==> src/rtl/tcw_pkg.sv <==
// tcw_pkg: shared types and constants for the text console writer.
// Request, response and internal command formats. No dependencies.
`timescale 1ns / 1ps
`default_nettype none

package tcw_pkg;

	// widest cell index over the supported screen sizes (256 x 64 cells)
	localparam int CELL_IDX_W = 14;

	localparam logic [1:0] ACT_PUT   = 2'd0;
	localparam logic [1:0] ACT_CLEAR = 2'd1;
	localparam logic [1:0] ACT_READ  = 2'd2;

	localparam logic [7:0] NEWLINE_CODE = 8'd10;
	localparam logic [7:0] SPACE_CODE   = 8'h20;
	localparam logic [7:0] ATTR_RESET   = 8'h02;

	typedef enum logic [1:0] {
		CMD_NONE,
		CMD_PUT,
		CMD_CLEAR,
		CMD_READ
	} cmd_kind_t;

	typedef struct packed {
		logic [1:0]  action;
		logic [7:0]  char_code;
		logic [10:0] cell_address;
	} req_t;

	typedef struct packed {
		logic [15:0] cell_value;
		logic [10:0] cursor_position;
		logic        scrolled;
	} rsp_t;

	typedef struct packed {
		cmd_kind_t             kind;
		logic                  scroll;
		logic [CELL_IDX_W-1:0] cell_idx;
		logic [7:0]            char_code;
		logic [10:0]           cursor_position;
	} cmd_t;

endpackage

`default_nettype wire

==> src/rtl/tcw_queue.sv <==
// tcw_queue: two-entry command queue between front and back.
// Depends on tcw_pkg.
`timescale 1ns / 1ps
`default_nettype none

module tcw_queue import tcw_pkg::*; (
	input  wire logic clk,
	input  wire logic arst_n,
	input  wire logic push,
	input  cmd_t      push_cmd,
	output logic      space,
	input  wire logic pop,
	output logic      valid,
	output cmd_t      head
);

	cmd_t       slot_q [2];
	logic       wr_ptr_q;
	logic       rd_ptr_q;
	logic [1:0] count_q;
	logic       do_push;
	logic       do_pop;

	assign space   = count_q != 2'd2;
	assign valid   = count_q != 2'd0;
	assign head    = slot_q[rd_ptr_q];
	assign do_push = push && space;
	assign do_pop  = pop && valid;

	always_ff @(posedge clk or negedge arst_n) begin
		if (!arst_n) begin
			wr_ptr_q <= 1'b0;
			rd_ptr_q <= 1'b0;
			count_q  <= '0;
		end else begin
			if (do_push)
				wr_ptr_q <= ~wr_ptr_q;
			if (do_pop)
				rd_ptr_q <= ~rd_ptr_q;
			count_q <= count_q + {1'b0, do_push} - {1'b0, do_pop};
		end
	end

	always_ff @(posedge clk) begin
		if (do_push)
			slot_q[wr_ptr_q] <= push_cmd;
	end

endmodule

`default_nettype wire

==> config.mk <==
export PLATFORM = sky130hd
export DESIGN_NAME = tcw_queue
export DESIGN_NICKNAME = d
export VERILOG_FILES = /design/src/rtl/tcw_pkg.sv /design/src/rtl/tcw_queue.sv
export SDC_FILE = /design/constraint.sdc
export NUM_CORES = 1
export LEC_CHECK = 0
export BUFFER_PORTS_ARGS = -buffer_cell sky130_fd_sc_hd__buf_2
export CAP_MARGIN = 5
export CORE_UTILIZATION = 34
export DETAILED_ROUTE_END_ITERATION = 6
export PLACE_DENSITY = 0.67
export SKIP_LAST_GASP = 1
export SYNTH_ARGS = -nofsm -noshare
export SYNTH_HDL_FRONTEND = slang
export SYNTH_SLANG_ARGS = --single-unit
export TNS_END_PERCENT = 20
==> constraint.sdc <==
create_clock -name clk -period 3.5 [get_ports clk]
set_clock_uncertainty 0.05 [all_clocks]
set_input_delay 1.05 -clock clk [delete_from_list [all_inputs] [get_ports clk]]
set_output_delay 1.05 -clock clk [all_outputs]
set_load 0.005 [all_outputs]
==> flow_metrics.env, run 1 <==
export IMPL_stdcell_count=327
export IMPL_holdCritPathClass="primary input to async pin"
export IMPL_routedWlPerCell_um=14.4
export IMPL_start_util_pct=35.4
export IMPL_dr_pass1_iters=4
export IMPL_peakVddDrop_mv=0.321
export IMPL_reg2reg_depth=7
export IMPL_grt_met3_usage_pct=4.35
export IMPL_dieArea_mm2=0.00896
export IMPL_gp_congestion=0.759
export IMPL_slew_headroom_pct=66.7
export IMPL_yosys_area_top_type_share_pct=74.0
export IMPL_h_tree_depth=3
export IMPL_root_buffer="clkbuf_8"
export IMPL_antenna_found_initial=2
export IMPL_reg2reg_slack_ps=1770
export IMPL_die_h_um=94.7
export IMPL_cts_sinks=76
export IMPL_clk_path_buf_depth=2
export IMPL_crit_path_max_fanout=29
export IMPL_cts_repair_resized=0
export IMPL_cts_inserted_buffers=9
export IMPL_die_w_um=94.7
export IMPL_hold_violations=0
export IMPL_synth_edf_count=72
export IMPL_area_delta_synth_final_pct=27.0
export IMPL_worst_pin_slew_ps=500
export IMPL_grt_setup_unrepaired="no"
export IMPL_nNetsFinal=259
export IMPL_min_period_ps=2760
export IMPL_r2r_end="count_q[1]"
export IMPL_post_cts_buffers=0
export IMPL_drcViolationCount=0
export IMPL_grt_use_total_pct=11.2
export IMPL_synthFlopType="edfxtp_1"
export IMPL_syn_avg_cell_area_um2=22.6
export IMPL_max_cap_violations=0
export IMPL_top_usage_layer="met2"
export IMPL_grt_max_degree=37
export IMPL_ys_warnings_count=0
export IMPL_endpoint_kind="primary output"
export IMPL_finalSetupViolCount=0
export IMPL_rr_startpoint="count_q[1]"
export IMPL_dp_slack_ps=1080
export IMPL_period_share_pct=78.9
export IMPL_ant_nets=0
export IMPL_place_inst=311
export IMPL_clkLatencyLatePin_ps=330
export IMPL_cellLeakagePower_nw=1.49
export IMPL_vias=1421
export IMPL_synthArstFlopShare_pct=5.26
export IMPL_grt_pass1_vias=1385
export IMPL_setup_tns_final_ps=0
export IMPL_max_freq_mhz=362
export IMPL_synth_seq_area_share_pct=77.5
export IMPL_outcome="finished, final reports clean"
export IMPL_rows=33
export IMPL_finalInstanceArea_mm2=0.00371
export IMPL_coreArea_mm2=0.00826
export IMPL_place_area_mm2=0.00344
export IMPL_synth_area_top_cells="edfxtp_1 74%, mux2_4 15%, dfrtp_1 3.4%, mux2_2 2.7%, buf_6 1.5%"
export IMPL_power_per_cell_area_mw_per_mm2=833
export IMPL_synth_cell_area_mm2=0.00292
export IMPL_synth_commonest_cells="72 x edfxtp_1, 29 x mux2_4, 7 x mux2_2, 4 x buf_6, 4 x dfrtp_1"
export IMPL_io_buffers=77
export IMPL_overflow=0
export IMPL_finalPower_mw=3.09
export IMPL_cp_data_arrival_time_ps=1660
export IMPL_io_pins=78
export IMPL_cpPeakStageDelay_ps=550
export IMPL_required_ps=2400
export IMPL_path_class="flop to primary output"
export IMPL_drtIter0Drc=33
export IMPL_critPathTopFamily="flip-flops"
export IMPL_routed_wl_mm=4.70
export IMPL_ys_types=15
export IMPL_fin_util_pct=44.9
export IMPL_slew_violations=0
export IMPL_fin_ws_ps=738
export IMPL_postSynthCellCount=129
export IMPL_grt_pass1_wl_mm=7.07
export IMPL_post_synth_top_area_cell="edfxtp_1"
export IMPL_synth_seq_cells=76
export IMPL_layout_drive_gt1_share_pct=61.5
export IMPL_worstPathCellList="buf_12 -> mux2_2 -> buf_2"
export IMPL_gr_usage_met2_pct=17.1
export IMPL_yosysMostFrequentCell="edfxtp_1"
export IMPL_path_clk_slew_ps=70
export IMPL_hold_buffers=0
export IMPL_start_kind="flop"
export IMPL_use_met1_pct=13.5
export IMPL_dp_hpwl_mm=3.18
export IMPL_fin_hold_ws_ps=463
export IMPL_critPathSlowestCell="dfrtp_2"
export IMPL_cts_tree="yes"
export IMPL_syn_nets=171
export IMPL_via_per_inst=4.35
export IMPL_worstPathBufferInverterCount=2
-- power by group --
group | internal [mW] | total, mW | leakage [nW] | switching [mW]
clock | 0.544 | 0.856 | 0.129 | 0.311
combinational | 0.512 | 0.900 | 0.642 | 0.388
sequential | 1.25 | 1.33 | 0.714 | 0.0849
-- logic make-up after synthesis --
group,count (synthesis),share of synthesized area (%)
fa+ha+maj,2,0.857
simple gates,6,1.20
buf+inv,5,1.67
flops,76,77.5
xor+xnor,4,1.20
mux,36,17.6
-- worst register-to-register path: cells and delay by family, from the launching register on --
| family | cells | cell delay, ps |
|---|---|---|
| fa+ha+maj | 2 | 450 |
| simple gates | 2 | 420 |
| flops | 1 | 410 |
| xor+xnor | 2 | 310 |
| buf+inv | 1 | 40 |
-- layout make-up --
cell class	instances	area, µm²
clock inverter	6	138
multi-input combinational	48	618
fill	730	4550
inverter	1	3.75
antenna	1	2.50
tap	105	131
clock buffer	9	124
timing repair buffer	81	428
sequential	76	2260
-- worst max-delay path by stage --
stage	from	endpoint	cells past startpoint
after floorplan	push	slot_q[0][0]	2
after detailed placement	rd_ptr_q	head[1]	3
after global routing	rd_ptr_q	head[1]	3
final	rd_ptr_q	head[1]	3
after global placement	rd_ptr_q	head[0]	3
after CTS	rd_ptr_q	head[1]	3
-- placed cells by master (no fill, tap or decap) --
master,instances
mux2_2,7
or2_1,1
edfxtp_1,72
bufinv_16,4
buf_2,77
and2_4,1
xnor2_1,3
dfrtp_2,1
nand2b_1,1
buf_12,1
dfrtp_1,3
clkinv_4,2
nand2_1,1
buf_4,3
ha_1,2
diode_2,1
inv_1,1
mux2_4,29
nor2_4,1
clkbuf_8,9
and3_2,1
xor2_1,1
-- sequential cells by signal, summed over array words and instances, names as in the netlist --
name	count
slot_q	72
count_q	2
rd_ptr_q	1
wr_ptr_q	1
-- metal layers --
metal,up-vias,wire length (µm)
met3,9,370
met2,50,2170
met4,2,97
met5,-,13
met1,683,2050
li1,677,-
Power figures use the tool's default switching activity.
==> run 2: changes to the inputs <==
--- a/config.mk
+++ b/config.mk
@@ -9,7 +9,7 @@
 export CAP_MARGIN = 5
 export CORE_UTILIZATION = 34
 export DETAILED_ROUTE_END_ITERATION = 6
-export PLACE_DENSITY = 0.67
+export PLACE_DENSITY = 0.69
 export SKIP_LAST_GASP = 1
 export SYNTH_ARGS = -nofsm -noshare
 export SYNTH_HDL_FRONTEND = slang
==> constraint.sdc (replaced) <==
create_clock -name clk -period 2.47 [get_ports clk]
set_clock_uncertainty 0.05 [all_clocks]
set_input_delay 0.741 -clock clk [delete_from_list [all_inputs] [get_ports clk]]
set_output_delay 0.741 -clock clk [all_outputs]
set_load 0.005 [all_outputs]
==> run 2 against run 1 <==
Sequential share of layout area decreased by 0.062 points; design area increased by 0.10%; via count increased by 1.9%; sequential power increased by 40%; register-to-register slack got worse by 1000 ps; non-clock buffer count increased by 2; first-iteration DRC count increased by 12%; sequential cell count unchanged; total power increased by 40%; cell count increased by 0.61%.
==> flow_metrics.env, run 2 (same netlist as run 1, synthesis figures left out) <==
export IMPL_outcome="finished, final reports clean"
export IMPL_antenna_cells=0
export IMPL_finalInstanceArea_mm2=0.00371
export IMPL_clkPwrFrac_pct=25.8
export IMPL_root_buffer="clkbuf_8"
export IMPL_path_clk_slew_ps=70
export IMPL_fin_ws_ps=260
export IMPL_crit_path_max_fanout=9
export IMPL_setup_tns_final_ps=0
export IMPL_cts_inserted_buffers=9
export IMPL_cellLeakagePower_nw=1.49
export IMPL_fin_hold_ws_ps=155
export IMPL_layout_drive_gt1_share_pct=61.6
export IMPL_grt_use_total_pct=11.1
export IMPL_cts_repair_resized=0
export IMPL_path_class="flop to primary output"
export IMPL_dp_hpwl_mm=3.16
export IMPL_grt_setup_unrepaired="no"
export IMPL_overflow=0
export IMPL_fin_util_pct=45.0
export IMPL_area_delta_synth_final_pct=27.1
export IMPL_routed_wl_mm=4.72
export IMPL_drcViolationCount=0
export IMPL_drtIter0Drc=37
export IMPL_clk_path_buf_depth=2
export IMPL_dieArea_mm2=0.00896
export IMPL_clkLatencyLatePin_ps=330
export IMPL_start_kind="flop"
export IMPL_rows=33
export IMPL_die_w_um=94.7
export IMPL_finalPower_mw=4.31
export IMPL_antenna_found_initial=0
export IMPL_holdCritPathClass="primary input to async pin"
export IMPL_via_per_inst=4.40
export IMPL_h_tree_depth=3
export IMPL_worst_pin_slew_ps=263
export IMPL_place_area_mm2=0.00346
export IMPL_grt_pass1_wl_mm=7.11
export IMPL_intPower_mw=3.20
export IMPL_period_share_pct=89.5
export IMPL_slew_violations=0
export IMPL_required_ps=1680
export IMPL_grt_max_degree=37
export IMPL_power_per_cell_area_mw_per_mm2=1160
export IMPL_endpoint_kind="primary output"
export IMPL_cts_sinks=76
export IMPL_nNetsFinal=261
export IMPL_routedWlPerCell_um=14.4
export IMPL_place_inst=312
export IMPL_final_common_cell="buf_2"
export IMPL_largest_register="slot_q"
export IMPL_swShare_pct=25.7
export IMPL_cp_data_arrival_time_ps=1420
export IMPL_p_comb_share_pct=31.1
export IMPL_seq_power_share_pct=43.1
export IMPL_gp_congestion=0.681
export IMPL_largestRegisters="slot_q: 72 flops, count_q: 2 flops"
export IMPL_final_cell_mix="77 x buf_2, 72 x edfxtp_1, 29 x mux2_4"
export IMPL_max_cap_violations=0
export IMPL_io_pins=78
export IMPL_cts_tree="yes"
export IMPL_dp_slack_ps=435
export IMPL_hold_violations=0
export IMPL_io_buffers=77
export IMPL_largest_reg_flops=72
export IMPL_finalSetupViolCount=0
export IMPL_stdcell_count=329
export IMPL_grt_pass1_vias=1494
export IMPL_vias=1448
export IMPL_max_freq_mhz=452
export IMPL_die_h_um=94.7
export IMPL_coreArea_mm2=0.00826
export IMPL_slew_headroom_pct=82.5
export IMPL_start_util_pct=35.4
export IMPL_peakVddDrop_mv=0.610
export IMPL_ant_nets=0
export IMPL_dr_pass1_iters=2
export IMPL_power_switching_mw=1.11
export IMPL_min_period_ps=2210
## run 2: worst paths after layout
kind,start,to,slack [ps],cells after the start
worst max-delay path,rd_ptr_q,head[5],260,3
worst min-delay path,arst_n,wr_ptr_q,150,1
worst max register to register,count_q[1],count_q[1],740,7
worst min register to register,count_q[0],count_q[0],470,1
max in group asynchronous,arst_n,rd_ptr_q,2080,1
min in group clk,count_q[0],count_q[0],470,1
## run 2: area by class of cell
type / instances / area [µm²]
Sequential cell: 76 / 2260
Timing Repair Buffer: 83 / 455
Fill cell: 761 / 4550
Clock buffer: 10 / 128
Inverter: 1 / 3.75
Clock inverter: 6 / 113
Multi-Input combinational cell: 48 / 618
Tap cell: 105 / 131
## run 2: repair_timing
item | 4_1_cts | 5_1_grt
setup endpoints to repair | 0 | 1
hold buffers | 0 | 0
setup buffers | 0 | 1
## run 2: critical path, cell delays in order (launching register included)
cell and delay (ps):
dfrtp_2 410, buf_4 200, mux2_2 350, buf_2 130
## run 2: power by group through the flow
stage               Combinational [mW]  Clock, mW  Sequential (mW)
detailed placement                1.34          0             1.92
global placement                  1.32          0             1.91
CTS                               1.34       1.15             1.89
floorplan                        0.916          0             1.86
global route                      1.47       1.20             1.89
finish                            1.34       1.11             1.86
## run 2: per-layer routing
| layer | global-route usage [%] | part of all wire (%) | vias to the layer above |
|---|---|---|---|
| li1 | - | - | 680 |
| met1 | 12.8 | 44 | 710 |
| met2 | 18.3 | 48 | 48 |
| met3 | 3.38 | 5.7 | 10 |
| met4 | 6.44 | 2.1 | 0 |
| met5 | 0 | 0 | - |
==> run 3: changes to the inputs <==
--- a/config.mk
+++ b/config.mk
@@ -9,7 +9,7 @@
 export CAP_MARGIN = 5
 export CORE_UTILIZATION = 34
 export DETAILED_ROUTE_END_ITERATION = 6
-export PLACE_DENSITY = 0.69
+export PLACE_DENSITY = 0.67
 export SKIP_LAST_GASP = 1
 export SYNTH_ARGS = -nofsm -noshare
 export SYNTH_HDL_FRONTEND = slang
==> constraint.sdc (replaced) <==
create_clock -name clk -period 2.65 [get_ports clk]
set_clock_uncertainty 0.05 [all_clocks]
set_input_delay 0.795 -clock clk [delete_from_list [all_inputs] [get_ports clk]]
set_output_delay 0.795 -clock clk [all_outputs]
set_load 0.005 [all_outputs]
==> run 3 against run 2 <==
Critical path depth is the same; total power shrank 12%; cell count shrank 0.61%; sequential cell count is the same; sequential power shrank 6%; clock power shrank 26%; first-iteration DRC count shrank 19%.
==> flow_metrics.env, run 3 (same netlist as run 1, synthesis figures left out) <==
export IMPL_final_cell_mix="77 x buf_2, 72 x edfxtp_1, 29 x mux2_4"
export IMPL_path_class="flop to primary output"
export IMPL_grt_use_total_pct=11.6
export IMPL_cts_repair_resized=0
export IMPL_period_share_pct=91.5
export IMPL_post_cts_buffers=0
export IMPL_reg2reg_depth=7
export IMPL_path_clk_slew_ps=70
export IMPL_crit_path_max_fanout=10
export IMPL_antenna_found_initial=0
export IMPL_grt_max_degree=37
export IMPL_cp_data_arrival_time_ps=1580
export IMPL_grt_pass1_wl_mm=7.33
export IMPL_drtIter0Drc=30
export IMPL_outcome="finished, final reports clean"
export IMPL_min_period_ps=2420
export IMPL_slew_headroom_pct=66.2
export IMPL_reg2reg_slack_ps=920
export IMPL_max_cap_violations=0
export IMPL_overflow=0
export IMPL_fin_util_pct=44.0
export IMPL_finalInstanceArea_mm2=0.00363
export IMPL_r2r_end="count_q[1]"
export IMPL_max_freq_mhz=413
export IMPL_dp_slack_ps=545
export IMPL_fin_ws_ps=226
export IMPL_coreArea_mm2=0.00826
export IMPL_clk_path_buf_depth=2
export IMPL_cts_tree="yes"
export IMPL_io_buffers=77
export IMPL_largest_reg_flops=72
export IMPL_routedWlPerCell_um=14.7
export IMPL_gp_congestion=0.623
export IMPL_layout_drive_gt1_share_pct=61.3
export IMPL_root_buffer="clkbuf_8"
export IMPL_critPathSlowestCell="dfrtp_2"
export IMPL_slew_violations=0
export IMPL_holdCritPathClass="primary input to async pin"
export IMPL_start_kind="flop"
export IMPL_power_per_cell_area_mw_per_mm2=1040
export IMPL_hold_buffers=0
export IMPL_required_ps=1810
export IMPL_antenna_cells=0
export IMPL_h_tree_depth=3
export IMPL_final_common_cell="buf_2"
export IMPL_setup_tns_final_ps=0
export IMPL_place_area_mm2=0.00345
export IMPL_via_per_inst=4.34
export IMPL_worst_pin_slew_ps=506
export IMPL_grt_setup_unrepaired="no"
export IMPL_die_w_um=94.7
export IMPL_hold_violations=0
export IMPL_peakVddDrop_mv=0.662
export IMPL_ant_nets=0
export IMPL_largestRegisters="slot_q: 72 flops, count_q: 2 flops"
export IMPL_largest_register="slot_q"
export IMPL_routed_wl_mm=4.81
export IMPL_nNetsFinal=260
export IMPL_cts_sinks=76
export IMPL_grt_pass1_vias=1508
export IMPL_cpPeakStageDelay_ps=520
export IMPL_start_util_pct=35.4
export IMPL_dp_hpwl_mm=3.17
export IMPL_finalSetupViolCount=0
export IMPL_worstPathCellList="buf_4 -> mux2_4 -> buf_2"
export IMPL_cts_inserted_buffers=9
export IMPL_area_delta_synth_final_pct=24.4
export IMPL_drcViolationCount=0
export IMPL_cellLeakagePower_nw=1.45
export IMPL_dr_pass1_iters=4
export IMPL_vias=1420
export IMPL_die_h_um=94.7
export IMPL_rr_startpoint="count_q[1]"
export IMPL_rows=33
export IMPL_io_pins=78
export IMPL_endpoint_kind="primary output"
export IMPL_dieArea_mm2=0.00896
export IMPL_clkLatencyLatePin_ps=340
==> run 3: changes by cell type in the layout (fill, tap and decap cells not counted), sizes merged <==
cell      before  now
bufinv         3    1
buf           83   82
clkbuf        10    9
clkinv         3    4
clkinvlp       0    1
==> run 3: layer usage <==
metal | vias to the layer above | wire length (µm) | global-route usage (%) | share of wire, %
met3 | 10 | 385 | 4.27 | 8.0
met4 | 0 | 98 | 6.06 | 2.0
met5 | - | 0 | 0 | 0
met2 | 60 | 2170 | 17.9 | 45
li1 | 676 | - | - | -
met1 | 674 | 2150 | 14.1 | 45
==> run 3: worst max-delay path, delay by kind of cell, from the launching register on <==
| kind | cells | cell delay (ps) |
|---|---|---|
| buffers and inverters | 2 | 400 |
| flip-flops | 1 | 520 |
| multiplexers | 1 | 320 |
==> run 3: worst max-delay path by stage <==
stage / from / end / cells past startpoint
floorplan: push / slot_q[0][0] / 2
global placement: rd_ptr_q / head[32] / 3
detailed placement: rd_ptr_q / head[31] / 3
CTS: rd_ptr_q / head[31] / 3
global route: rd_ptr_q / head[30] / 3
finish: rd_ptr_q / head[31] / 3
==> run 3: report_power, final <==
group / switching (mW) / leakage, nW / internal, mW
Combinational: 0.527 / 0.647 / 0.685
Sequential: 0.106 / 0.714 / 1.65
Clock: 0.396 / 0.0923 / 0.421
==> run 3: layout make-up <==
cell class	instances	area, µm²
multi-input cells	48	618
well taps	105	131
fillers	753	4630
clock inverters	6	56.3
clock buffers	9	124
inverters	1	3.75
flip-flops and latches	76	2260
repair buffers	82	435
==> run 3: through the flow <==
step	total power [mW]	hold WS, ps	std cells
final	3.78	198	327
after global routing	4.01	188	327
after CTS	3.86	181	327
after detailed placement	3.04	456	312
after global placement	3.01	447	312
after floorplan	2.59	429	129
