===== src/rtl/tcw_pkg.sv =====
// tcw_pkg: shared types and constants for the text console writer.
// Request, response and internal command formats. No dependencies.
`timescale 1ns / 1ps
`default_nettype none

package tcw_pkg;

	// widest cell index over the supported screen sizes (256 x 64 cells)
	localparam int CELL_IDX_W = 14;

	localparam logic [1:0] ACT_PUT   = 2'd0;
	localparam logic [1:0] ACT_CLEAR = 2'd1;
	localparam logic [1:0] ACT_READ  = 2'd2;

	localparam logic [7:0] NEWLINE_CODE = 8'd10;
	localparam logic [7:0] SPACE_CODE   = 8'h20;
	localparam logic [7:0] ATTR_RESET   = 8'h02;

	typedef enum logic [1:0] {
		CMD_NONE,
		CMD_PUT,
		CMD_CLEAR,
		CMD_READ
	} cmd_kind_t;

	typedef struct packed {
		logic [1:0]  action;
		logic [7:0]  char_code;
		logic [10:0] cell_address;
	} req_t;

	typedef struct packed {
		logic [15:0] cell_value;
		logic [10:0] cursor_position;
		logic        scrolled;
	} rsp_t;

	typedef struct packed {
		cmd_kind_t             kind;
		logic                  scroll;
		logic [CELL_IDX_W-1:0] cell_idx;
		logic [7:0]            char_code;
		logic [10:0]           cursor_position;
	} cmd_t;

endpackage

`default_nettype wire


===== src/rtl/tcw_front.sv =====
// tcw_front: classifies requests into store commands and tracks the cursor.
// Depends on tcw_pkg.
`timescale 1ns / 1ps
`default_nettype none

module tcw_front import tcw_pkg::*; #(
	parameter int COLUMNS = 80,
	parameter int ROWS    = 25
) (
	input  wire logic clk,
	input  wire logic arst_n,
	input  wire logic take,
	input  req_t      req,
	output cmd_t      cmd
);

	localparam int CELLS = COLUMNS * ROWS;
	localparam int AW    = $clog2(CELLS);
	localparam int CW    = $clog2(COLUMNS);
	localparam logic [AW-1:0] LAST_ROW  = AW'(CELLS - COLUMNS);
	localparam logic [AW-1:0] LAST_CELL = AW'(CELLS - 1);
	localparam logic [AW-1:0] COL_STEP  = AW'(COLUMNS);
	localparam logic [CW-1:0] LAST_COL  = CW'(COLUMNS - 1);

	logic [AW-1:0] cursor_q, cursor_d;
	logic [CW-1:0] col_q, col_d;
	logic          is_newline;
	logic          in_range;

	assign is_newline = req.char_code == NEWLINE_CODE;
	assign in_range   = 32'(req.cell_address) < 32'(CELLS);

	always_comb begin
		cursor_d      = cursor_q;
		col_d         = col_q;
		cmd.kind      = CMD_NONE;
		cmd.scroll    = 1'b0;
		cmd.cell_idx  = CELL_IDX_W'(cursor_q);
		cmd.char_code = req.char_code;
		unique case (req.action)
			ACT_PUT: begin
				if (is_newline) begin
					if (cursor_q >= LAST_ROW) begin
						cmd.scroll = 1'b1;
						cursor_d   = LAST_ROW;
					end else begin
						cursor_d = cursor_q + COL_STEP - AW'(col_q);
					end
					col_d = '0;
				end else begin
					cmd.kind = CMD_PUT;
					if (cursor_q == LAST_CELL) begin
						cmd.scroll = 1'b1;
						cursor_d   = LAST_ROW;
						col_d      = '0;
					end else begin
						cursor_d = cursor_q + 1'b1;
						col_d    = (col_q == LAST_COL) ? '0 : col_q + 1'b1;
					end
				end
			end
			ACT_CLEAR: begin
				cmd.kind = CMD_CLEAR;
				cursor_d = '0;
				col_d    = '0;
			end
			ACT_READ: begin
				if (in_range) begin
					cmd.kind     = CMD_READ;
					cmd.cell_idx = CELL_IDX_W'(req.cell_address);
				end
			end
			default: ;
		endcase
		cmd.cursor_position = 11'(cursor_d);
	end

	always_ff @(posedge clk or negedge arst_n) begin
		if (!arst_n) begin
			cursor_q <= '0;
			col_q    <= '0;
		end else if (take) begin
			cursor_q <= cursor_d;
			col_q    <= col_d;
		end
	end

endmodule

`default_nettype wire


===== config.mk =====
export PLATFORM = sky130hd
export DESIGN_NAME = tcw_front
export DESIGN_NICKNAME = d
export VERILOG_FILES = /design/src/rtl/tcw_pkg.sv /design/src/rtl/tcw_front.sv
export SDC_FILE = /design/constraint.sdc
export NUM_CORES = 1
export LEC_CHECK = 0
export ABC_AREA = 1
export ABC_CLOCK_PERIOD_IN_PS = 3300
export BUFFER_PORTS_ARGS = -buffer_cell sky130_fd_sc_hd__buf_2
export CAP_MARGIN = 10
export CORE_ASPECT_RATIO = 1.1
export CORE_MARGIN = 1.5
export CORE_UTILIZATION = 30
export DETAILED_ROUTE_END_ITERATION = 6
export PLACE_DENSITY = 0.57
export SLEW_MARGIN = 20
export SYNTH_ARGS = -nofsm -noshare
export SYNTH_HDL_FRONTEND = slang
export SYNTH_SLANG_ARGS = --single-unit

===== constraint.sdc =====
create_clock -name clk -period 3.3 [get_ports clk]
set_clock_uncertainty 0.05 [all_clocks]
set_input_delay 0.495 -clock clk [delete_from_list [all_inputs] [get_ports clk]]
set_output_delay 0.495 -clock clk [all_outputs]
set_load 0.03 [all_outputs]

==> flow_metrics.env, run 1 <==
export IMPL_cp_slowest_cell="dfrtp_1"
export IMPL_stdcell_area_sq_mm=0.002726
export IMPL_crit_fanout=8
export IMPL_io_buffers=56
export IMPL_synth_area_per_cell_sq_um=6.193
export IMPL_slowest_delay_ps=520
export IMPL_timing_final_crit_share_pct=93.23
export IMPL_viasPerCell=4.755
export IMPL_synthTopCellsByArea="dfrtp_1 (19%), nand2_1 (16%), ha_1 (12%)"
export IMPL_power_density_mw_per_mm2=331.1
export IMPL_synth_distinct_cells=31
export IMPL_fp_dieH_microns=95.40
export IMPL_fmax_mhz=325.0
export IMPL_antenna_found_initial=0
export IMPL_leakagePower_nw=1.464
export IMPL_wirelength_microns=7200
export IMPL_cts_root_buf="clkbuf_8"
export IMPL_finalHoldViolCount=0
export IMPL_area_growth_pct=17.09
export IMPL_vias=2520
export IMPL_worstPathArrival_ps=2530
export IMPL_rsz0062_at_grt="no"
export IMPL_cts_sinks=18
export IMPL_avgRoutedWirePerCell_microns=13.58
export IMPL_grt_use_total_pct=17.51
export IMPL_cts_resized=0
export IMPL_startpoint_type="flop"
export IMPL_finalSetupTns_ps=0
export IMPL_crit_required_ps=2750
export IMPL_end_kind="primary output"
export IMPL_synth_seq_cells=18
export IMPL_power_mw=0.9028
export IMPL_ant_nets=0
export IMPL_cp_depth=10
export IMPL_die_w_microns=87
export IMPL_path_cells="ha_1 -> fa_2 -> nand2_1 -> nand3_1 -> nand3_1 -> nand2_1 -> a21oi_1 -> nand3_1 -> o21ai_0 -> buf_4"
export IMPL_grt_max_degree=20
export IMPL_peakVddDrop_mv=0.1864
export IMPL_synth_top_area_share_pct=19.34
export IMPL_hold_buffers=0
export IMPL_critical_path_top_delay_family="adder cells"
export IMPL_drtIter0Drc=145
export IMPL_grt_pass1_vias=2256
export IMPL_ys_warn_count=0
export IMPL_syn_area_sq_mm=0.002328
export IMPL_antenna_cells=0
export IMPL_fin_nets=473
export IMPL_run_status="finished clean"
export IMPL_finalSetupViolations=0
export IMPL_ios=60
export IMPL_cp_common_cell="nand3_1"
export IMPL_initial_core_util_pct=31.16
export IMPL_cts_clk_slew_worst_paths_ps=100
export IMPL_drive_above_1_share_pct=19.53
export IMPL_synthCells=376
export IMPL_coreArea_sq_mm=0.007473
export IMPL_die_area_sq_mm=0.008300
export IMPL_critPathKind="flop to primary output"
export IMPL_place_area_sq_mm=0.002659
export IMPL_dpl_hpwl_microns=5845
export IMPL_overflow=0
export IMPL_cts_tree="yes"
export IMPL_cts_setup_buffers=0
export IMPL_gp_congestion=0.9556
export IMPL_ys_seq_area_share_pct=19.34
export IMPL_maxCapViolCount=0
export IMPL_drc=0
export IMPL_clock_path_buffers=2
export IMPL_grt_pass1_wl_microns=11210
export IMPL_core_rowCount=33
export IMPL_cts_htree_levels=1
export IMPL_clock_latency_ps=280
export IMPL_synth_top_area_cell="dfrtp_1"
export IMPL_period_needed_ps=3077
export IMPL_cp_num_buf_inv=1
export IMPL_rr_worst_depth=9
export IMPL_hold_class="input pin to asynchronous set/reset pin"
export IMPL_drv_slew=0
export IMPL_first_pass_iters=4
export IMPL_numCtsBuffers=3
## cells by family after synthesis
group           Yosys count  synth area share, %
compound gates           53                12.63
xor+xnor                  7                2.633
fa+ha+maj                23                12.68
buf+inv                  69                13.16
flops                    18                19.34
other cells               1               0.1610
simple gates            205                39.39
## report_power, final
group          switching, mW  leakage, nW  internal [mW]
Clock                  0.101       0.0288          0.107
Combinational          0.279         1.19          0.147
Sequential            0.0278        0.241          0.241
## Yosys cell counts, drive strengths merged
| master | count |
|---|---|
| nand2 | 104 |
| o21a | 1 |
| o22ai | 1 |
| buf | 14 |
| xnor2 | 1 |
| a21oi | 22 |
| ha | 22 |
| o211ai | 5 |
| nand4 | 10 |
| nand3 | 42 |
| nor2 | 46 |
| conb | 1 |
| inv | 54 |
| o21ai | 23 |
| clkbuf | 1 |
| fa | 1 |
| nor3 | 2 |
| xor2 | 6 |
| dfrtp | 18 |
| a31oi | 1 |
| nand3b | 1 |
## state kept, by name, summed over array words and instances (netlist names)
signal and flops:
col_q 7, cursor_q 11
## per-stage QoR
stage / cells / hold WS (ps) / worst slack [ps] / utilization, %
global route: 530 / 152.9 / 30.98 / 36.48
floorplan: 378 / 149.4 / 559.6 / -
finish: 530 / 101.5 / 223.4 / 36.48
detailed placement: 526 / 431.3 / 338.6 / 35.58
global placement: 526 / 426.4 / 313.4 / 35.58
CTS: 530 / 127.1 / 29.46 / 36.31
## final timing paths
check	from	to	slack [ps]
setup reg to reg	cursor_q[2]	cursor_q[5]	1080
max in group asynchronous	arst_n	cursor_q[6]	2760
hold / removal	arst_n	col_q[1]	100
setup / recovery	cursor_q[2]	cmd[5]	220
min in group clk	cursor_q[4]	cursor_q[4]	520
hold reg to reg	cursor_q[4]	cursor_q[4]	520
## layout by cell type (no fill, tap or decap), types with 4 or more instances in the layout
master | netlist | final
inv_1 | 50 | 49
nand2_1 | 102 | 102
o211ai_1 | 5 | 5
clkbuf_8 | 0 | 4
buf_4 | 12 | 4
dfrtp_1 | 18 | 16
xor2_1 | 6 | 6
o21ai_0 | 19 | 19
nand4_1 | 10 | 10
ha_1 | 22 | 21
buf_2 | 2 | 54
nor2_1 | 40 | 40
a21oi_1 | 20 | 20
nand3_1 | 42 | 42
inv_2 | 4 | 5
## final cells by class
cell class / count / area, sq um
clock buffers: 4 / 55.05
fillers: 840 / 4747
multi-input cells: 291 / 1584
inverters: 54 / 202.7
well taps: 105 / 131.4
flip-flops and latches: 18 / 452.9
repair buffers: 58 / 300.3
## per-layer routing
metal  GRT usage, %  routed length [microns]
met1          23.92                     3215
met2          29.39                     3530
met3          2.511                      393
met4          3.360                       60
met5              0                        0
No activity file was read; power rests on OpenSTA's default activity.
==> run 2: changes to the inputs <==
ABC_CLOCK_PERIOD_IN_PS = 2910   (was 3300)
clock period = 2.91 ns   (was 3.3 ns; I/O delays follow)
==> flow_metrics.env, run 2 (synthesized netlist as in run 1, its figures left out) <==
export IMPL_run_status="finished clean"
export IMPL_io_buffers=56
export IMPL_wirelength_microns=7678
export IMPL_hold_buffers=0
export IMPL_cp_depth=13
export IMPL_rsz0062_at_grt="yes"
export IMPL_use_met3_pct=2.944
export IMPL_period_needed_ps=2807
export IMPL_grt_use_total_pct=18.33
export IMPL_peakVddDrop_mv=0.3419
export IMPL_n_fill_cell=797
export IMPL_cts_root_buf="clkbuf_8"
export IMPL_ios=60
export IMPL_crit_fanout=3
export IMPL_use_met1_pct=24.19
export IMPL_finalSetupViolations=0
export IMPL_antenna_found_initial=0
export IMPL_grt_pass1_wl_microns=11790
export IMPL_worstReg2RegStart="col_q[1]"
export IMPL_drtIter0Drc=126
export IMPL_power_mw=1.153
export IMPL_drc=0
export IMPL_drive_above_1_share_pct=28.38
export IMPL_vias=2663
export IMPL_numCtsBuffers=3
export IMPL_gp_congestion=0.9302
export IMPL_rr_endpoint="cursor_q[5]"
export IMPL_cts_htree_levels=1
export IMPL_viasPerCell=4.851
export IMPL_place_area_sq_mm=0.002726
export IMPL_cp_num_buf_inv=2
export IMPL_core_rowCount=33
export IMPL_worstPathArrival_ps=2320
export IMPL_pwr_share_comb_pct=54.5
export IMPL_ff2ff_setup_slack_ps=880
export IMPL_drv_slew=0
export IMPL_ant_nets=0
export IMPL_reg_top3="cursor_q (11), col_q (7)"
export IMPL_hold_class="input pin to asynchronous set/reset pin"
export IMPL_end_kind="primary output"
export IMPL_cts_sinks=18
export IMPL_intPower_mw=0.6501
export IMPL_timing_final_crit_share_pct=96.46
export IMPL_path_cells="inv_1 -> ha_4 -> ha_4 -> fa_2 -> nand2_2 -> nand3_4 -> nand3_2 -> nand2_1 -> xnor2_1 -> nand2_1 -> nand2_1 -> o21ai_1 -> buf_4"
export IMPL_fmax_mhz=356.2
export IMPL_final_cells=549
export IMPL_stdcell_area_sq_mm=0.003035
export IMPL_rr_worst_depth=11
export IMPL_finalSetupTns_ps=0
export IMPL_die_w_microns=87
export IMPL_dpl_cell_count=535
export IMPL_critPathKind="flop to primary output"
export IMPL_top_register="cursor_q"
export IMPL_switchingPower_mw=0.5026
export IMPL_clock_power_share_pct=19.5
export IMPL_cp_slowest_cell="dfrtp_1"
export IMPL_antenna_cells=0
export IMPL_power_density_mw_per_mm2=379.8
export IMPL_startpoint_type="flop"
export IMPL_dpl_hpwl_microns=5866
export IMPL_grt_max_degree=19
export IMPL_switching_share_pct=43.60
export IMPL_mostFrequentLayoutCells="nand2_1 (99), buf_2 (50), inv_1 (44), nor2_1 (39), nand3_1 (38)"
export IMPL_coreArea_sq_mm=0.007473
export IMPL_use_met2_pct=30.56
export IMPL_fp_dieH_microns=95.40
export IMPL_clock_latency_ps=270
export IMPL_initial_core_util_pct=31.16
export IMPL_pre_cts_ws_ps=86.78
export IMPL_overflow=0
export IMPL_leakagePower_nw=1.565
export IMPL_clock_path_buffers=2
export IMPL_area_growth_pct=30.36
export IMPL_grt_pass1_vias=2483
export IMPL_seq_power_share_pct=26.0
export IMPL_maxCapViolCount=0
export IMPL_fin_nets=492
export IMPL_crit_required_ps=2420
export IMPL_layout_commonest_cell="nand2_1"
export IMPL_cp_common_cell="nand2_1"
export IMPL_finalHoldViolCount=0
export IMPL_cts_tree="yes"
export IMPL_setup_ws_ps=102.9
export IMPL_die_area_sq_mm=0.008300
export IMPL_cts_clk_slew_worst_paths_ps=90
export IMPL_slowest_delay_ps=380
export IMPL_avgRoutedWirePerCell_microns=13.99
export IMPL_first_pass_iters=5
export IMPL_critical_path_top_delay_family="adder cells"
export IMPL_largest_reg_flops=11
export IMPL_top_usage_layer="met2"
-- run 2: layer usage --
| layer | wire, microns | vias to the layer above |
|---|---|---|
| met5 | 0 | - |
| met4 | 179 | 0 |
| met3 | 457 | 17 |
| met2 | 3725 | 85 |
| met1 | 3316 | 1214 |
| li1 | - | 1347 |
-- run 2: timing repair --
action	CTS	global route
resized for setup	10	31
endpoints found under the setup margin	4	7
setup buffers	3	7
pin swaps	1	6
-- run 2: worst max path at each step --
stage | startpoint | end
5_1_grt | col_q[1] | cmd[7]
4_1_cts | cursor_q[1] | cmd[7]
2_1_floorplan | cursor_q[1] | cmd[7]
3_3_place_gp | cursor_q[1] | cmd[7]
6_report | col_q[1] | cmd[7]
3_5_place_dp | cursor_q[1] | cmd[7]
-- run 2: per-stage QoR --
step | hold slack, ps | utilization (%)
global placement | 368.6 | 36.48
global route | 81.99 | 40.62
finish | 57.32 | 40.62
detailed placement | 375.4 | 36.48
CTS | 82.20 | 38.07
floorplan | 90.91 | -
-- run 2: power by group through the flow --
stage | Combinational (mW) | Clock [mW] | Sequential (mW)
finish | 0.629 | 0.225 | 0.299
global route | 0.704 | 0.239 | 0.302
CTS | 0.539 | 0.230 | 0.297
detailed placement | 0.491 | 0 | 0.304
global placement | 0.485 | 0 | 0.304
floorplan | 0.357 | 0 | 0.300
-- run 2: area by class of cell --
type                       instances  area (sq um)  area share (%)
tap                              105         131.4           4.328
sequential                        18         454.2           14.96
multi-input combinational        291          1739           57.30
clock buffer                       4         55.05           1.814
inverter                          54         202.7           6.678
timing repair buffer              77         452.9           14.92
==> run 3: changes to the inputs <==
MAX_ROUTING_LAYER = met4   (was default)
==> flow_metrics.env, run 3 (synthesized netlist as in run 1, its figures left out) <==
export IMPL_leakagePower_nw=1.588
export IMPL_pre_cts_ws_ps=62.29
export IMPL_clock_path_buffers=2
export IMPL_grt_pass1_wl_microns=12000
export IMPL_grt_use_total_pct=19.21
export IMPL_cts_htree_levels=1
export IMPL_cts_root_buf="clkbuf_8"
export IMPL_rr_worst_depth=10
export IMPL_core_rowCount=33
export IMPL_period_needed_ps=2850
export IMPL_grt_pass1_vias=2491
export IMPL_fmax_mhz=350.9
export IMPL_ant_nets=0
export IMPL_gp_congestion=0.9432
export IMPL_crit_required_ps=2420
export IMPL_overflow=0
export IMPL_run_status="finished clean"
export IMPL_clock_latency_ps=280
export IMPL_avgRoutedWirePerCell_microns=14.07
export IMPL_finalSetupViolations=0
export IMPL_grt_max_degree=19
export IMPL_vias=2738
export IMPL_rsz0062_at_grt="yes"
export IMPL_crit_path_start="cursor_q[1]"
export IMPL_top_register="cursor_q"
export IMPL_dpl_hpwl_microns=5949
export IMPL_drv_slew=0
export IMPL_path_cells="ha_4 -> ha_4 -> fa_2 -> nand2_2 -> nand3_4 -> nand3_2 -> nand2_1 -> xnor2_1 -> nand2_1 -> nand2_1 -> o21ai_1 -> buf_4"
export IMPL_layout_commonest_cell="nand2_1"
export IMPL_fp_dieH_microns=95.40
export IMPL_reg_top3="cursor_q (11), col_q (7)"
export IMPL_finalSetupTns_ps=0
export IMPL_ios=60
export IMPL_rr_endpoint="cursor_q[5]"
export IMPL_die_w_microns=87
export IMPL_peakVddDrop_mv=0.3349
export IMPL_worstReg2RegStart="cursor_q[1]"
export IMPL_maxCapViolCount=0
export IMPL_power_density_mw_per_mm2=384.0
export IMPL_fin_nets=496
export IMPL_largest_reg_flops=11
export IMPL_power_mw=1.183
export IMPL_initial_core_util_pct=31.16
export IMPL_ff2ff_setup_slack_ps=850
export IMPL_mostFrequentLayoutCells="nand2_1 (100), buf_2 (49), inv_1 (43), nand3_1 (39), nor2_1 (38)"
export IMPL_antenna_cells=0
export IMPL_worstPathArrival_ps=2360
export IMPL_numCtsBuffers=3
export IMPL_startpoint_type="flop"
export IMPL_timing_final_crit_share_pct=97.93
export IMPL_critPathKind="flop to primary output"
export IMPL_antenna_found_initial=0
export IMPL_drtIter0Drc=209
export IMPL_whs_ps=45.81
export IMPL_slowest_delay_ps=430
export IMPL_cts_clk_slew_worst_paths_ps=100
export IMPL_wirelength_microns=7781
export IMPL_crit_fanout=3
export IMPL_first_pass_iters=4
export IMPL_die_area_sq_mm=0.008300
export IMPL_cts_tree="yes"
export IMPL_cp_slowest_cell="dfrtp_1"
export IMPL_cp_common_cell="nand2_1"
export IMPL_cts_sinks=18
export IMPL_setup_ws_ps=60.19
export IMPL_area_growth_pct=32.35
export IMPL_hold_class="input pin to asynchronous set/reset pin"
export IMPL_viasPerCell=4.951
export IMPL_drive_above_1_share_pct=29.24
export IMPL_finalHoldViolCount=0
export IMPL_drc=0
export IMPL_coreArea_sq_mm=0.007473
export IMPL_critical_path_top_delay_family="adder cells"
export IMPL_cp_num_buf_inv=1
export IMPL_end_kind="primary output"
export IMPL_io_buffers=56
==> run 3: changes by cell type in the layout (fill, tap and decap cells not counted), sizes merged <==
cell  previous run  this run
buf             77        81
==> run 3: routing by layer <==
metal	vias to the layer above	share of wire, %	wire length (microns)	track usage [%]
met2	98	49	3838	31.85
met1	1272	44	3425	25.01
met4	0	1.4	110	4.435
met3	13	5.2	407	2.251
met5	-	0	0	-
li1	1355	-	-	-
==> run 3: worst reg2reg max path, delay by kind of cell, from the launching register on <==
| kind | cells | cell delay, ps |
|---|---|---|
| AO/OA/AOI/OAI | 2 | 280 |
| adder cells (fa/ha/maj) | 3 | 820 |
| flip-flops | 1 | 430 |
| AND/OR/NAND/NOR | 5 | 430 |
==> run 3: through the flow <==
step | instance area (sq um) | std cells | util, %
2_1_floorplan | 2336 | 378 | -
3_3_place_gp | 2726 | 535 | 36.48
3_5_place_dp | 2726 | 535 | 36.48
4_1_cts | 2858 | 542 | 38.24
5_1_grt | 3082 | 553 | 41.24
6_report | 3082 | 553 | 41.24
==> run 3: how the worst max path moves through the flow <==
stage,cells after the start,slack (ps),end
finish,12,60,cmd[7]
global route,15,-30,cmd[10]
CTS,14,0.9,cmd[6]
detailed placement,11,60,cmd[5]
global placement,11,130,cmd[5]
floorplan,11,230,cmd[7]
==> run 3: timing repair <==
action | in CTS | in global routing
endpoints found under the hold margin | 0 | 0
setup endpoints to repair | 4 | 8
hold buffers | 0 | 0
setup buffers | 3 | 11
pin swaps | 1 | 7
resized for setup | 13 | 34
==> run 3: report_power, final <==
group          leakage [nW]  internal [mW]  switching (mW)
logic                  1.32          0.267           0.379
clock network        0.0288          0.121           0.115
registers             0.241          0.274          0.0280
total                  1.59          0.662           0.522
==> run 3: area by class of cell <==
| cell class | instances | area, sq um |
|---|---|---|
| multi-input combinational | 291 | 1750 |
| timing repair buffer | 81 | 489.2 |
| clock buffer | 4 | 55.05 |
| tap | 105 | 131.4 |
| inverter | 54 | 202.7 |
| sequential | 18 | 452.9 |
| fill | 811 | 4392 |
